==> config.mk <==
export PLATFORM = sky130hd
export DESIGN_NAME = mqtt_suback_parser_flat
export DESIGN_NICKNAME = d
export VERILOG_FILES = /design/src/hw/rtl/msp_pkg.sv /design/src/hw/rtl/msp_rx_if.sv /design/src/hw/rtl/msp_result_if.sv /design/src/hw/rtl/msp_cfg_if.sv /design/src/hw/rtl/msp_cfg_regs.sv /design/src/hw/rtl/msp_in_reg.sv /design/src/hw/rtl/msp_core.sv /design/src/hw/rtl/mqtt_suback_parser.sv /design/src/flat_wrapper.sv
export SDC_FILE = /design/constraint.sdc
export NUM_CORES = 1
export LEC_CHECK = 0
export BUFFER_PORTS_ARGS = -buffer_cell sky130_fd_sc_hd__buf_2
export CAP_MARGIN = 5
export CORE_MARGIN = 2
export CORE_UTILIZATION = 61
export DETAILED_ROUTE_END_ITERATION = 10
export GPL_ROUTABILITY_DRIVEN = 0
export GPL_TIMING_DRIVEN = 0
export PLACE_DENSITY = 0.8
export RECOVER_POWER = 50
export SLEW_MARGIN = 5
export SYNTH_ARGS = -nofsm -noshare
export SYNTH_HDL_FRONTEND = slang
export SYNTH_HIERARCHICAL = 1
export SYNTH_SLANG_ARGS = --single-unit
==> constraint.sdc <==
create_clock -name clk -period 3.64 [get_ports clk]
set_input_delay 0.364 -clock clk [delete_from_list [all_inputs] [get_ports clk]]
set_output_delay 0.364 -clock clk [all_outputs]
set_load 0.02 [all_outputs]
==> src/hw/rtl/msp_pkg.sv <==
`default_nettype none

package msp_pkg;

    localparam int CFG_IDX_W  = 1;
    localparam int CFG_DATA_W = 8;
    localparam int LEN_W      = 28;
    localparam int CONS_W     = 9;

    localparam logic [CFG_IDX_W-1:0] CFG_PACKET_TYPE = 1'b0;
    localparam logic [CFG_IDX_W-1:0] CFG_MAX_CODES   = 1'b1;

    localparam logic [3:0] PACKET_TYPE_RST = 4'd9;
    localparam logic [7:0] MAX_CODES_RST   = 8'd2;

    typedef enum logic [2:0] {
        ST_OK       = 3'd0,
        ST_SHORT    = 3'd1,
        ST_TYPE     = 3'd2,
        ST_MISMATCH = 3'd3,
        ST_VARNUM   = 3'd4,
        ST_ARRAY    = 3'd5
    } status_t;

    typedef struct packed {
        logic [3:0] packet_type;
        logic [7:0] max_codes;
    } cfg_t;

    typedef struct packed {
        logic [7:0] data_byte;
        logic       buffer_end;
    } rx_item_t;

endpackage

`default_nettype wire

==> src/hw/rtl/msp_rx_if.sv <==
`default_nettype none

interface msp_rx_if;
    logic       valid;
    logic       ready;
    logic [7:0] data_byte;
    logic       buffer_end;

    modport source (output valid, output data_byte, output buffer_end, input ready);
    modport sink   (input valid, input data_byte, input buffer_end, output ready);
endinterface

`default_nettype wire

==> src/hw/rtl/msp_result_if.sv <==
`default_nettype none

interface msp_result_if;
    logic        valid;
    logic        ready;
    logic [2:0]  status;
    logic [15:0] msg_id;
    logic [1:0]  granted_qos;
    logic [8:0]  bytes_consumed;

    modport source (output valid, output status, output msg_id, output granted_qos,
                    output bytes_consumed, input ready);
    modport sink   (input valid, input status, input msg_id, input granted_qos,
                    input bytes_consumed, output ready);
endinterface

`default_nettype wire

==> src/hw/rtl/msp_cfg_if.sv <==
`default_nettype none

interface msp_cfg_if;
    logic       valid;
    logic       ready;
    logic [0:0] index;
    logic [7:0] data;

    modport source (output valid, output index, output data, input ready);
    modport sink   (input valid, input index, input data, output ready);
endinterface

`default_nettype wire

==> src/hw/rtl/msp_cfg_regs.sv <==
`default_nettype none

module msp_cfg_regs
    import msp_pkg::*;
(
    input  wire logic clk,
    input  wire logic rst_n,
    msp_cfg_if.sink   cfg,
    output cfg_t      cfg_q
);

    cfg_t cfg_reg;

    assign cfg.ready = 1'b1;
    assign cfg_q     = cfg_reg;

    always_ff @(posedge clk or negedge rst_n)
    begin
        if (!rst_n)
        begin
            cfg_reg.packet_type <= PACKET_TYPE_RST;
            cfg_reg.max_codes   <= MAX_CODES_RST;
        end
        else if (cfg.valid)
        begin
            unique case (cfg.index)
                CFG_PACKET_TYPE: cfg_reg.packet_type <= cfg.data[3:0];
                CFG_MAX_CODES:   cfg_reg.max_codes   <= cfg.data;
                default:         cfg_reg             <= cfg_reg;
            endcase
        end
    end

endmodule

`default_nettype wire

==> src/hw/rtl/msp_in_reg.sv <==
`default_nettype none

module msp_in_reg
    import msp_pkg::*;
(
    input  wire logic clk,
    input  wire logic rst_n,
    msp_rx_if.sink    rx,
    input  wire logic take,
    output logic      item_valid,
    output rx_item_t  item
);

    logic     valid_reg;
    rx_item_t item_reg;

    assign rx.ready   = !valid_reg || take;
    assign item_valid = valid_reg;
    assign item       = item_reg;

    always_ff @(posedge clk or negedge rst_n)
    begin
        if (!rst_n)
        begin
            valid_reg <= 1'b0;
        end
        else if (rx.ready)
        begin
            valid_reg <= rx.valid;
        end
    end

    // hold the payload until the core takes it
    always_ff @(posedge clk)
    begin
        if (rx.ready && rx.valid)
        begin
            item_reg.data_byte  <= rx.data_byte;
            item_reg.buffer_end <= rx.buffer_end;
        end
    end

endmodule

`default_nettype wire

==> src/hw/rtl/msp_core.sv <==
`default_nettype none

module msp_core
    import msp_pkg::*;
(
    input  wire logic     clk,
    input  wire logic     rst_n,
    input  wire cfg_t     cfg_q,
    input  wire logic     item_valid,
    input  wire rx_item_t item,
    output logic          take,
    msp_result_if.source  result
);

    typedef enum logic [2:0] {
        PH_HEADER,
        PH_LENGTH,
        PH_ID_HI,
        PH_ID_LO,
        PH_CODES,
        PH_DRAIN
    } phase_t;

    phase_t            phase_reg, phase_next;
    logic [LEN_W-1:0]  acc_reg, acc_next;
    logic [2:0]        lbc_reg, lbc_next;
    logic [LEN_W-1:0]  left_reg, left_next;
    logic [7:0]        codes_reg, codes_next;
    logic [15:0]       id_reg, id_next;
    logic [1:0]        qos_reg, qos_next;
    logic [CONS_W-1:0] cons_reg, cons_next;

    logic              out_valid_reg, out_valid_next;
    status_t           status_reg, status_next;
    logic [15:0]       pid_reg, pid_next;
    logic [1:0]        gqos_reg, gqos_next;
    logic [CONS_W-1:0] bcons_reg, bcons_next;

    logic              emit;
    logic [LEN_W-1:0]  shifted;
    logic [7:0]        b;
    logic              at_end;

    assign b      = item.data_byte;
    assign at_end = item.buffer_end;
    assign take   = item_valid && (!out_valid_reg || result.ready);

    assign result.valid          = out_valid_reg;
    assign result.status         = status_reg;
    assign result.msg_id         = pid_reg;
    assign result.granted_qos    = gqos_reg;
    assign result.bytes_consumed = bcons_reg;

    always_comb
    begin
        case (lbc_reg[1:0])
            2'd0:    shifted = {21'd0, b[6:0]};
            2'd1:    shifted = {14'd0, b[6:0], 7'd0};
            2'd2:    shifted = {7'd0, b[6:0], 14'd0};
            default: shifted = {b[6:0], 21'd0};
        endcase
    end

    always_comb
    begin
        phase_next  = phase_reg;
        acc_next    = acc_reg;
        lbc_next    = lbc_reg;
        left_next   = left_reg;
        codes_next  = codes_reg;
        id_next     = id_reg;
        qos_next    = qos_reg;
        cons_next   = cons_reg;
        emit        = 1'b0;
        status_next = ST_OK;
        pid_next    = 16'd0;
        gqos_next   = 2'd0;
        bcons_next  = '0;

        unique case (phase_reg)
            PH_HEADER:
            begin
                acc_next   = '0;
                lbc_next   = 3'd0;
                left_next  = '0;
                codes_next = 8'd0;
                id_next    = 16'd0;
                qos_next   = 2'd0;
                cons_next  = CONS_W'(1);
                if (b[7:4] != cfg_q.packet_type)
                begin
                    emit        = 1'b1;
                    status_next = ST_TYPE;
                end
                else if (at_end)
                begin
                    emit        = 1'b1;
                    status_next = ST_SHORT;
                end
                else
                begin
                    phase_next = PH_LENGTH;
                end
            end
            PH_LENGTH:
            begin
                acc_next  = acc_reg | shifted;
                lbc_next  = lbc_reg + 3'd1;
                cons_next = cons_reg + CONS_W'(1);
                if (b[7])
                begin
                    if (lbc_next >= 3'd4)
                    begin
                        emit        = 1'b1;
                        status_next = ST_VARNUM;
                    end
                    else if (at_end)
                    begin
                        emit        = 1'b1;
                        status_next = ST_SHORT;
                    end
                end
                else if (acc_next < LEN_W'(3))
                begin
                    emit        = 1'b1;
                    status_next = ST_MISMATCH;
                end
                else if (at_end)
                begin
                    emit        = 1'b1;
                    status_next = ST_SHORT;
                end
                else
                begin
                    left_next  = acc_next;
                    phase_next = PH_ID_HI;
                end
            end
            PH_ID_HI:
            begin
                id_next   = {b, 8'd0};
                left_next = left_reg - LEN_W'(1);
                if (at_end)
                begin
                    emit        = 1'b1;
                    status_next = ST_SHORT;
                end
                else
                begin
                    phase_next = PH_ID_LO;
                end
            end
            PH_ID_LO:
            begin
                id_next   = {id_reg[15:8], b};
                left_next = left_reg - LEN_W'(1);
                if (codes_reg >= cfg_q.max_codes)
                begin
                    emit        = 1'b1;
                    status_next = ST_ARRAY;
                end
                else if (at_end)
                begin
                    emit        = 1'b1;
                    status_next = ST_SHORT;
                end
                else
                begin
                    phase_next = PH_CODES;
                end
            end
            PH_CODES:
            begin
                qos_next   = (b <= 8'd2) ? b[1:0] : 2'd3;
                codes_next = codes_reg + 8'd1;
                left_next  = left_reg - LEN_W'(1);
                if (left_next == '0)
                begin
                    emit        = 1'b1;
                    status_next = ST_OK;
                    pid_next    = id_reg;
                    gqos_next   = qos_next;
                    bcons_next  = cons_reg + acc_reg[CONS_W-1:0];
                    phase_next  = PH_HEADER;
                end
                else if (codes_next >= cfg_q.max_codes)
                begin
                    emit        = 1'b1;
                    status_next = ST_ARRAY;
                end
                else if (at_end)
                begin
                    emit        = 1'b1;
                    status_next = ST_SHORT;
                end
            end
            PH_DRAIN:
            begin
                if (at_end)
                begin
                    phase_next = PH_HEADER;
                end
            end
            default:
            begin
                phase_next = PH_HEADER;
            end
        endcase

        // drop to drain after an error unless the buffer ends here
        if (emit && status_next != ST_OK)
        begin
            phase_next = at_end ? PH_HEADER : PH_DRAIN;
        end

        if (take)
        begin
            out_valid_next = emit;
        end
        else if (result.ready)
        begin
            out_valid_next = 1'b0;
        end
        else
        begin
            out_valid_next = out_valid_reg;
        end
    end

    always_ff @(posedge clk or negedge rst_n)
    begin
        if (!rst_n)
        begin
            phase_reg     <= PH_HEADER;
            acc_reg       <= '0;
            lbc_reg       <= 3'd0;
            left_reg      <= '0;
            codes_reg     <= 8'd0;
            id_reg        <= 16'd0;
            qos_reg       <= 2'd0;
            cons_reg      <= '0;
            out_valid_reg <= 1'b0;
            status_reg    <= ST_OK;
            pid_reg       <= 16'd0;
            gqos_reg      <= 2'd0;
            bcons_reg     <= '0;
        end
        else
        begin
            out_valid_reg <= out_valid_next;
            if (take)
            begin
                phase_reg <= phase_next;
                acc_reg   <= acc_next;
                lbc_reg   <= lbc_next;
                left_reg  <= left_next;
                codes_reg <= codes_next;
                id_reg    <= id_next;
                qos_reg   <= qos_next;
                cons_reg  <= cons_next;
                if (emit)
                begin
                    status_reg <= status_next;
                    pid_reg    <= pid_next;
                    gqos_reg   <= gqos_next;
                    bcons_reg  <= bcons_next;
                end
            end
        end
    end

endmodule

`default_nettype wire

==> src/hw/rtl/mqtt_suback_parser.sv <==
// SUBACK parser: takes a receive buffer one byte per transfer on rx
// (data_byte, buffer_end marks the last byte) and gives at most one
// result per byte on result: status, msg_id, granted_qos and
// bytes_consumed. Success is reported on the last return code byte;
// any error is reported once, then bytes are dropped up to the next
// buffer_end, after which a header byte is expected again.
// Configuration writes on cfg (index 0: expected packet type, index 1:
// most return codes) are always ready and must be done while idle.
// A byte passes through one input register and one result register.
// Throughput: one byte per cycle while the receiver takes results.
// Reset clears the parse state to "expecting header", empties both
// registers and restores the register defaults (type 9, two codes).
// When the receiver stalls, the pending result holds, the core stops and
// rx.ready drops as soon as the input register holds a byte.
`default_nettype none

module mqtt_suback_parser
    import msp_pkg::*;
(
    input  wire logic    clk,
    input  wire logic    rst_n,
    msp_rx_if.sink       rx,
    msp_result_if.source result,
    msp_cfg_if.sink      cfg
);

    cfg_t     cfg_q;
    logic     item_valid;
    rx_item_t item;
    logic     take;

    msp_cfg_regs u_cfg_regs (
        .clk   (clk),
        .rst_n (rst_n),
        .cfg   (cfg),
        .cfg_q (cfg_q)
    );

    msp_in_reg u_in_reg (
        .clk        (clk),
        .rst_n      (rst_n),
        .rx         (rx),
        .take       (take),
        .item_valid (item_valid),
        .item       (item)
    );

    msp_core u_core (
        .clk        (clk),
        .rst_n      (rst_n),
        .cfg_q      (cfg_q),
        .item_valid (item_valid),
        .item       (item),
        .take       (take),
        .result     (result)
    );

    a_take_needs_item: assert property (@(posedge clk) disable iff (!rst_n)
        take |-> item_valid)
        else $error("core took a byte from an empty input register");

    a_hold_item: assert property (@(posedge clk) disable iff (!rst_n)
        (item_valid && !take) |=> (item_valid && $stable(item)))
        else $error("buffered byte changed while waiting for the core");

    a_error_fields_zero: assert property (@(posedge clk) disable iff (!rst_n)
        (result.valid && result.status != ST_OK)
            |-> (result.msg_id == 16'd0 && result.granted_qos == 2'd0
                 && result.bytes_consumed == 9'd0))
        else $error("error result carries nonzero fields");

    a_no_take_while_stalled: assert property (@(posedge clk) disable iff (!rst_n)
        (result.valid && !result.ready) |-> !take)
        else $error("core advanced while the result register was stalled");

endmodule

`default_nettype wire

==> src/flat_wrapper.sv <==
// flat-port wrapper written by rule: the top's interface ports become plain ports
module mqtt_suback_parser_flat import msp_pkg::*;
  (clk, rst_n, rx_valid, rx_data_byte, rx_buffer_end, rx_ready, result_valid, result_status, result_msg_id, result_granted_qos, result_bytes_consumed, result_ready, cfg_valid, cfg_index, cfg_data, cfg_ready);
  msp_rx_if rx_i ();
  msp_result_if result_i ();
  msp_cfg_if cfg_i ();
  input  wire logic clk;
  input  wire logic rst_n;
  input wire logic [$bits(rx_i.valid)-1:0] rx_valid;
  input wire logic [$bits(rx_i.data_byte)-1:0] rx_data_byte;
  input wire logic [$bits(rx_i.buffer_end)-1:0] rx_buffer_end;
  output wire logic [$bits(rx_i.ready)-1:0] rx_ready;
  output wire logic [$bits(result_i.valid)-1:0] result_valid;
  output wire logic [$bits(result_i.status)-1:0] result_status;
  output wire logic [$bits(result_i.msg_id)-1:0] result_msg_id;
  output wire logic [$bits(result_i.granted_qos)-1:0] result_granted_qos;
  output wire logic [$bits(result_i.bytes_consumed)-1:0] result_bytes_consumed;
  input wire logic [$bits(result_i.ready)-1:0] result_ready;
  input wire logic [$bits(cfg_i.valid)-1:0] cfg_valid;
  input wire logic [$bits(cfg_i.index)-1:0] cfg_index;
  input wire logic [$bits(cfg_i.data)-1:0] cfg_data;
  output wire logic [$bits(cfg_i.ready)-1:0] cfg_ready;
  assign rx_i.valid = rx_valid;
  assign rx_i.data_byte = rx_data_byte;
  assign rx_i.buffer_end = rx_buffer_end;
  assign rx_ready = rx_i.ready;
  assign result_valid = result_i.valid;
  assign result_status = result_i.status;
  assign result_msg_id = result_i.msg_id;
  assign result_granted_qos = result_i.granted_qos;
  assign result_bytes_consumed = result_i.bytes_consumed;
  assign result_i.ready = result_ready;
  assign cfg_i.valid = cfg_valid;
  assign cfg_i.index = cfg_index;
  assign cfg_i.data = cfg_data;
  assign cfg_ready = cfg_i.ready;
  mqtt_suback_parser u_core (.clk(clk), .rst_n(rst_n), .rx(rx_i), .result(result_i), .cfg(cfg_i));
endmodule
After elaboration in Yosys (flattened, before gate mapping)
Cells that the tools add are included.
{"block": "totals", "regBits": 148, "inputBits": 23}
{"block": "op_classes", "n_addsub": 5, "magnitude_cmp": 5, "n_eq_ne": 21, "mux": 50, "bitwise": 3, "n_reduce_logical": 27}
{"cell": "28-bit one-hot mux with 3 select lines", "n": 2}
{"cell": "28-bit 2-to-1 mux", "n": 3}
{"cell": "28-bit one-hot mux with 2 select lines", "n": 1}
{"cell": "3-bit 2-to-1 mux", "n": 18}
{"cell": "16-bit one-hot mux with 3 select lines", "n": 1}
{"cell": "16-bit 2-to-1 mux", "n": 2}
{"cell": "28-bit logical NOT", "n": 1}
{"cell": "28-bit by 2-bit < comparator with 1-bit output, second input constant", "n": 1}
{"cell": "28-bit bitwise OR", "n": 1}
{"cell": "28-bit by 1-bit subtractor with 28-bit output, second input constant", "n": 1}
{"cell": "3-bit inequality test, second input constant", "n": 9}
{"cell": "9-bit 2-to-1 mux", "n": 2}
{"cell": "3-bit one-hot mux with 6 select lines", "n": 1}
{"cell": "9-bit one-hot mux with 2 select lines", "n": 1}
{"cell": "8-bit >= comparator", "n": 2}
{"cell": "8-bit one-hot mux with 2 select lines", "n": 1}
{"cell": "3-bit one-hot mux with 5 select lines", "n": 1}
{"cell": "2-bit AND reduction", "n": 6}
{"cell": "1-bit 2-to-1 mux", "n": 11}
{"cell": "11-bit AND reduction", "n": 1}
{"cell": "9-bit by 1-bit adder with 9-bit output, second input constant", "n": 1}
{"cell": "9-bit adder", "n": 1}
{"cell": "3-bit nonzero test", "n": 3}
{"cell": "8-bit by 1-bit adder with 8-bit output, second input constant", "n": 1}
{"cell": "24 further kinds", "n": 39}

Longest topological paths before layout
Gate-level depths: netlist (run 1).
{"block": "logic_depth", "word_depth": 11, "mapped_depth": 12, "depth_no_buf": 11}

Cells and area by module
The synthesis (run 1) kept the hierarchy.
{"mod": "msp_core", "n_inst": 1, "cells_each": 861, "area_each_um2": 7573.5, "seq_area_each_um2": 3153.0}
{"mod": "msp_cfg_regs", "n_inst": 1, "cells_each": 28, "area_each_um2": 475.5, "seq_area_each_um2": 304.0}
{"mod": "msp_in_reg", "n_inst": 1, "cells_each": 13, "area_each_um2": 324.1, "seq_area_each_um2": 295.3}

Worst setup path after synthesis (run 1)
No wires, ideal clock.
{"block": "synth_path", "path_type": "register to register", "startpoint": "reg u_core.u_core.codes_reg[4]", "endpoint": "reg u_core.u_core.bcons_reg[5] (netlist: u_core/u_core/result.bytes_consumed[5])", "setup_ns": 0.125, "arrival_time_ns": 2.757, "path_slack_ns": 0.758, "stages_incl_launch_ff": 13, "path_buffers": 1, "period_less_slack_ns": 2.882, "cell_sequence": "dfrtp_1 > and3_1 > nand3_1 > xnor2_1 > ha_1 > a211o_1 > a21oi_1 > o21ai_0 > or2_2 > nor3_1 > a21oi_4 > buf_8 > mux2_4"}
{"block": "synth_between", "elab_chain_cells": 6}
{"element": "from (decl)", "line": "msp_core.sv:28", "source": "logic [7:0] codes_reg, codes_next;"}
{"element": "from (signal assigned)", "line": "msp_core.sv:257", "source": "codes_reg <= codes_next;"}
{"element": "8-bit by 1-bit adder with 8-bit output", "line": "msp_core.sv:175", "source": "codes_next = codes_reg + 8'd1;"}
{"element": "8-bit >= comparator", "line": "msp_core.sv:186", "source": "else if (codes_next >= cfg_q.max_codes)"}
{"element": "1-bit 2-to-1 mux", "line": "msp_core.sv:186"}
{"element": "1-bit 2-to-1 mux", "line": "msp_core.sv:177", "source": "if (left_next == '0)"}
{"element": "1-bit one-hot mux with 5 select lines *", "line": "msp_core.sv:80", "source": "unique case (phase_reg)"}
{"element": "2-bit AND reduction (no line) *"}
{"element": "to (signal assigned)", "line": "msp_core.sv:266", "source": "bcons_reg <= bcons_next;"}
{"element": "to (decl)", "line": "msp_core.sv:37", "source": "logic [CONS_W-1:0] bcons_reg, bcons_next;"}
Mark *: on every way between the ends. The rest lies on a longest branch, timed or not.
A chain may end at the register's enable or synchronous reset.

Worst setup path in the final report (run 1)
{"block": "layout_path", "startpoint": "reg u_core.u_core.codes_reg[0]", "endpoint": "reg u_core.u_core.status_reg[0] (netlist: u_core/u_core/result.status[0])"}
{"block": "layout_between", "elab_chain_cells": 6}
{"element": "8-bit by 1-bit adder with 8-bit output", "line": "msp_core.sv:175"}
{"element": "8-bit >= comparator", "line": "msp_core.sv:186"}
{"element": "1-bit 2-to-1 mux", "line": "msp_core.sv:186"}
{"element": "1-bit 2-to-1 mux", "line": "msp_core.sv:177"}
{"element": "1-bit one-hot mux with 5 select lines", "line": "msp_core.sv:80"}
{"element": "2-bit AND reduction (no line)"}
{"element": "to (signal assigned)", "line": "msp_core.sv:263", "source": "status_reg <= status_next;"}
{"element": "to (decl)", "line": "msp_core.sv:34", "source": "status_t status_reg, status_next;"}
Several ways; a longest one is shown, not always the timed one.

==> impl_metrics.ini, run 1 <==
[run_status]
status = finished clean

[worst_setup_path]
reg2reg_from = u_core/u_core/codes_reg[0]
required_ps = 3940
critPathCaptureType = flop
reg2regPathDepth = 12
crit_arrival_ps = 3750
cp_cell_sequence = and3_1 > nand3_1 > xnor2_1 > ha_1 > a211o_1 > a21oi_1 > o21ai_0 > or2_2 > nor3_1 > a21oi_4 > buf_8 > mux2_4
startpoint_type = flop
cp_max_fo = 10
critPathKind = flop to flop
startpoint = u_core/u_core/codes_reg[0]
crit_buf_inv = 1
cp_top_family = simple AND/OR/NAND/NOR gates
cp_num_cells = 12
critPathMaxStageDelay_ps = 420
slowest_stage = dfrtp_1

[clocking]
cts_buffers = 17
clockBufferDepth = 2
postCtsHoldBufs = 1
clk_latency_ps = 420
postCtsSetupRepairBufs = 0
cts_tree = yes
root_buffer = clkbuf_16
cts_sinks = 148
htreeDepth = 4
post_cts_resized = 0
cts.reportedPaths.clkPinSlew_ps = 60

[power_and_ir_drop]
cellPowerDensity_mw_per_mm2 = 837
ir_worst_vdd_mv = 0.334
total_power_mw = 7.93
p_leak_nw = 4.31

[grt]
grt_pass1_wl_mm = 34.8
antenna_found_initial = 0
grt_overflow_total = 0
grt_pass1_vias = 6881
grt_max_degree = 83
grt_use_total_pct = 30.3

[sta]
rsz0062_at_grt = false
finalSetupViolations = 0
fmax_ghz = 0.290
tightestPinTransition_ps = 1450
skew_ps = 7.97
tns_ps = 0
hold_viol_final = 0
hold_ws_ps = 114
layout_setup_ws_ps = 194
finalMaxSlewViolations = 0
fin_crit_ps = 3450
slew_headroom_pct = 3.36
timing.final.crit_share_pct = 94.7

[synth]
yosysSeqAreaShare_pct = 44.8
synth_area_per_cell_um2 = 9.28
yosys.area.top_type_share_pct = 40.6
synth-simple-area-share_pct = 19.4
synth_top_cell_by_area = dfrtp_1
synth-xor-area-share_pct = 2.82
yosys-top-cells-count = nand2_1, dfrtp_1, o21ai_0
synthMuxAreaShare_pct = 5.86
netlist_area_mm2 = 0.00837
synth_compound_area_share_pct = 17.1
synth_edf_count = 9
yosysUniqueCellTypes = 74
yosysWarningCount = 6
yosysMostFrequentCell = nand2_1
synthCells = 902
synth_seq_cells = 148
synthTopCellsByArea = dfrtp_1, nand2_1, ha_1, o21ai_0, edfxtp_1
synth_ff_type = dfrtp_1
synth_top_family_by_area = simple AND/OR/NAND/NOR gates
synthAdderAreaFrac_pct = 5.17
async_flop_share_pct = 93.9
mappedNetlistNets = 959

[die]
chipHeight_um = 121
dieArea_mm2 = 0.0147
io_pins = 56
rows = 42
initial_core_util_pct = 62.7
coreArea_mm2 = 0.0133
die_w_um = 121

[layout]
postLayoutCoreUtil_pct = 70.9
nets = 1034
syn_to_final_growth_pct = 13.1
fillers = 1011
n_antenna_cell = 0
drive_gt1_share_pct = 10.6
final_cell_area_mm2 = 0.00947
fin_cells = 1166

[drt]
vias = 7242
wire_per_inst_um = 18.3
drt_first_pass_iters = 7
ant_nets = 0
viasPerCell = 6.21
drcViolationCount = 0
drtIter0Drc = 783
finalWirelength_mm = 21.3

[hold_path]
min_from = rx_data_byte[4]
min_delay_path_depth = 1
hold_class = input pin to flop

[place]
preCtsSetupSlack_ps = 350
place_area_mm2 = 0.00890
dp_hpwl_mm = 14.8
dp.cells = 1133
io_buffers = 54

[run]
drv_cap = 0
routing by layer:
layer | GRT usage (%) | share of wire (%) | up-vias
met4 | 11.1 | 2.5 | 0
met1 | 40.4 | 43 | 3452
met3 | 6.53 | 7.9 | 53
met5 | 0 | 0 | -
met2 | 48.8 | 47 | 388
li1 | - | - | 3349
power breakdown:
group	total, mW	internal [mW]	switching [mW]	leakage (nW)
Sequential	2.50	2.06	0.438	1.95
Combinational	3.59	1.30	2.29	2.05
Clock	1.84	1.17	0.663	0.305
logic make-up after synthesis:
kind of cell	count (synthesis)
compound gates	224
buf+inv	95
flops	148
simple gates	328
other cells	1
mux	45
xor+xnor	27
fa+ha+maj	34
cell type report:
type / count / area [µm²] / area share (%)
repair buffers: 56 / 249 / 2.63
well taps: 176 / 220 / 2.33
flip-flops and latches: 148 / 3750 / 39.6
inverters: 47 / 176 / 1.86
clock buffers: 24 / 503 / 5.31
clock inverters: 8 / 121 / 1.28
plain buffers: 48 / 225 / 2.38
multi-input cells: 659 / 4220 / 44.6
worst register-to-register path, cell delays in order, from the launching register on:
cell and delay, ps:
dfrtp_1 420, and3_1 190, nand3_1 130, xnor2_1 230, ha_1 290, a211o_1 290
a21oi_1 170, o21ai_0 280, or2_2 370, nor3_1 290, a21oi_4 150, buf_8 200
mux2_4 310
cell usage in the layout, fill, tap and decap left out, types with 17 or more instances in the layout:
cell and n:
nor3_1 19, o21ai_0 68, clkbuf_16 18, inv_1 47, xor2_1 17, mux2i_1 25
nand3_1 23, nand2_1 138, dfrtp_1 136, a21oi_1 53, ha_1 33, nor2_1 67
buf_2 28, a22o_1 23, clkbuf_1 70
worst paths after layout:
kind | endpoint | slack (ps)
worst max-delay path | u_core/u_core/result.status[0] | 190
worst min-delay path | u_core/u_in_reg/item[5] | 110
worst max register to register | u_core/u_core/result.status[0] | 190
worst min register to register | u_core/u_core/id_reg[11] | 470
max in group asynchronous | u_core/u_core/left_reg[14] | 920
min in group asynchronous | u_core/u_core/result.msg_id[14] | 820
Power figures use the tool's default switching activity.
==> inputs of run 2 (changes only) <==
- REMOVE_ABC_BUFFERS: default -> 1
==> run 2 against run 1 <==
  * The run now ends with capacitance limit, slew limit left
  * Count of clock-buffer cells in the layout stayed put
  * Routed wire length is 7.1% lower
  * Cell area is 0.63% lower
  * Critical endpoint is now u_core/u_core/result.bytes_consumed[2]
  * Largest power group unchanged
==> impl_metrics.ini, run 2 (synthesized netlist as in run 1, its figures left out) <==
[run_status]
status = finished, violations left
failed_checks = capacitance limit, slew limit

[sta]
slew_headroom_pct = -54.1
layout_setup_ws_ps = 265
skew_ps = 11.4
tightestPinTransition_ps = 2310
fin_crit_ps = 3380
fmax_ghz = 0.296
tns_ps = 0
finalMaxSlewViolations = 55
rsz0062_at_grt = false
timing.final.crit_share_pct = 92.7
hold_viol_final = 0
finalSetupViolations = 0

[drt]
drt_first_pass_iters = 5
viasPerCell = 6.10
ant_nets = 0
finalWirelength_mm = 19.8
drtIter0Drc = 712
wire_per_inst_um = 17.5
vias = 6889
drcViolationCount = 0

[power_and_ir_drop]
total_power_mw = 7.82
cellPowerDensity_mw_per_mm2 = 832
ir_worst_vdd_mv = 0.452
p_leak_nw = 4.28

[die]
initial_core_util_pct = 62.7
chipHeight_um = 121
rows = 42
die_w_um = 121
dieArea_mm2 = 0.0147
coreArea_mm2 = 0.0133
io_pins = 56

[grt]
use_met1_pct = 39.7
use_met2_pct = 45.4
grt_pass1_wl_mm = 32.8
grt_pass1_vias = 6542
antenna_found_initial = 0
grt_max_degree = 87
grt_overflow_total = 0
grtUsageMet3_pct = 5.22
grt-busiest-layer = met2
grt_use_total_pct = 28.6

[layout]
multi_input_area_mm2 = 0.00428
fillers = 1034
n_antenna_cell = 0
final_common_cell = nand2_1
nets = 998
layout_common_cells = nand2_1, dfrtp_1, nor2_1, o21ai_0, a21oi_1
syn_to_final_growth_pct = 12.3
regArea_mm2 = 0.00375
fin_cells = 1129
drive_gt1_share_pct = 11.1

[clocking]
cts_sinks = 148
clockBufferDepth = 2
root_buffer = clkbuf_16
cts.reportedPaths.clkPinSlew_ps = 60
htreeDepth = 4
cts_buffers = 17
cts_tree = yes
clk_latency_ps = 420

[place]
preCtsSetupSlack_ps = -668
dp.cells = 1086
io_buffers = 54
dp_hpwl_mm = 12.8

[worst_setup_path]
crit_arrival_ps = 3680
required_ps = 3940
cp_cell_sequence = nor3b_4 > nand4_1 > nor2_1 > nand4_1 > o21ai_1 > o41ai_2 > a21oi_4 > buf_12 > mux2_2
critPathMaxStageDelay_ps = 680
cp_max_fo = 25
cp_common_cell = nand4_1
reg2regPathDepth = 9
rr_endpoint = u_core/u_core/result.bytes_consumed[2]
startpoint_type = flop
critPathCapture = u_core/u_core/result.bytes_consumed[2]
reg2reg_from = u_core/u_core/phase_reg[2]
critPathKind = flop to flop
startpoint = u_core/u_core/phase_reg[2]
r2r_slack_ps = 260
slowest_stage = dfrtp_1
critPathCaptureType = flop

[run]
drv_cap = 1

[hold_path]
hold_class = input pin to flop
run 2: cell count changes in the layout (fill, tap and decap cells not counted), sizes merged:
cell | before | now
dlygate4sd2 | 0 | 1
clkbuf | 93 | 56
nor2 | 68 | 69
a21oi | 54 | 55
clkinv | 4 | 3
buf | 34 | 32
run 2: where the power goes:
part	total [mW]	switching [mW]	internal, mW
clock network	1.84	0.669	1.17
logic	3.40	2.08	1.32
registers	2.59	0.530	2.06
run 2: area by class of cell:
type                            instances  share of cell area [%]
Inverter                               47                    1.88
Sequential cell                       148                    39.9
Multi-Input combinational cell        661                    45.5
Clock buffer                           24                    5.33
Timing Repair Buffer                   66                    3.82
Clock inverter                          7                    1.28
Tap cell                              176                    2.34
run 2: worst min-delay path by stage:
stage | startpoint | end | slack (ps) | depth (start not counted)
finish | rx_data_byte[6] | u_core/u_in_reg/item[7] | 120 | 1
global route | rx_data_byte[4] | u_core/u_in_reg/item[5] | 110 | 1
CTS | rx_data_byte[6] | u_core/u_in_reg/item[7] | 100 | 1
detailed placement | rst_n | u_core/u_core/result.msg_id[6] | 340 | 1
global placement | u_core/u_core/id_reg[7] | u_core/u_core/id_reg[7] | 450 | 2
floorplan | rst_n | u_core/u_cfg_regs/cfg_q[0] | 70 | 0
run 2: worst max-delay path: cells and delay by family (launching register included):
family / cells / cell delay (ps)
buf+inv: 1 / 150
compound gates: 3 / 940
flops: 1 / 680
mux: 1 / 330
simple gates: 4 / 1120
run 2: timing repair:
action / 4_1_cts / 5_1_grt
hold buffers: 1 / 0
pin swaps: 4 / 1
cloned: 2 / 0
endpoints found under the setup margin: 31 / 30
endpoints found under the hold margin: 53 / 0
buffers inserted: 6 / 3
gates resized for setup: 4 / 3
run 2: metrics by stage:
| step | cell area (µm²) | util, % | hold slack, ps |
|---|---|---|---|
| final | 9410 | 70.5 | 116 |
| after global routing | 9410 | 70.5 | 106 |
| after CTS | 9430 | 70.7 | 100 |
| after detailed placement | 8690 | 65.1 | 344 |
| after global placement | 8640 | 64.7 | 452 |
| after floorplan | 8150 | - | 68.4 |
run 2: metal layers:
metal,wire (µm),vias up
met3,1260,31
met2,9400,281
met5,0,-
met4,303,0
met1,8820,3300
li1,-,3277
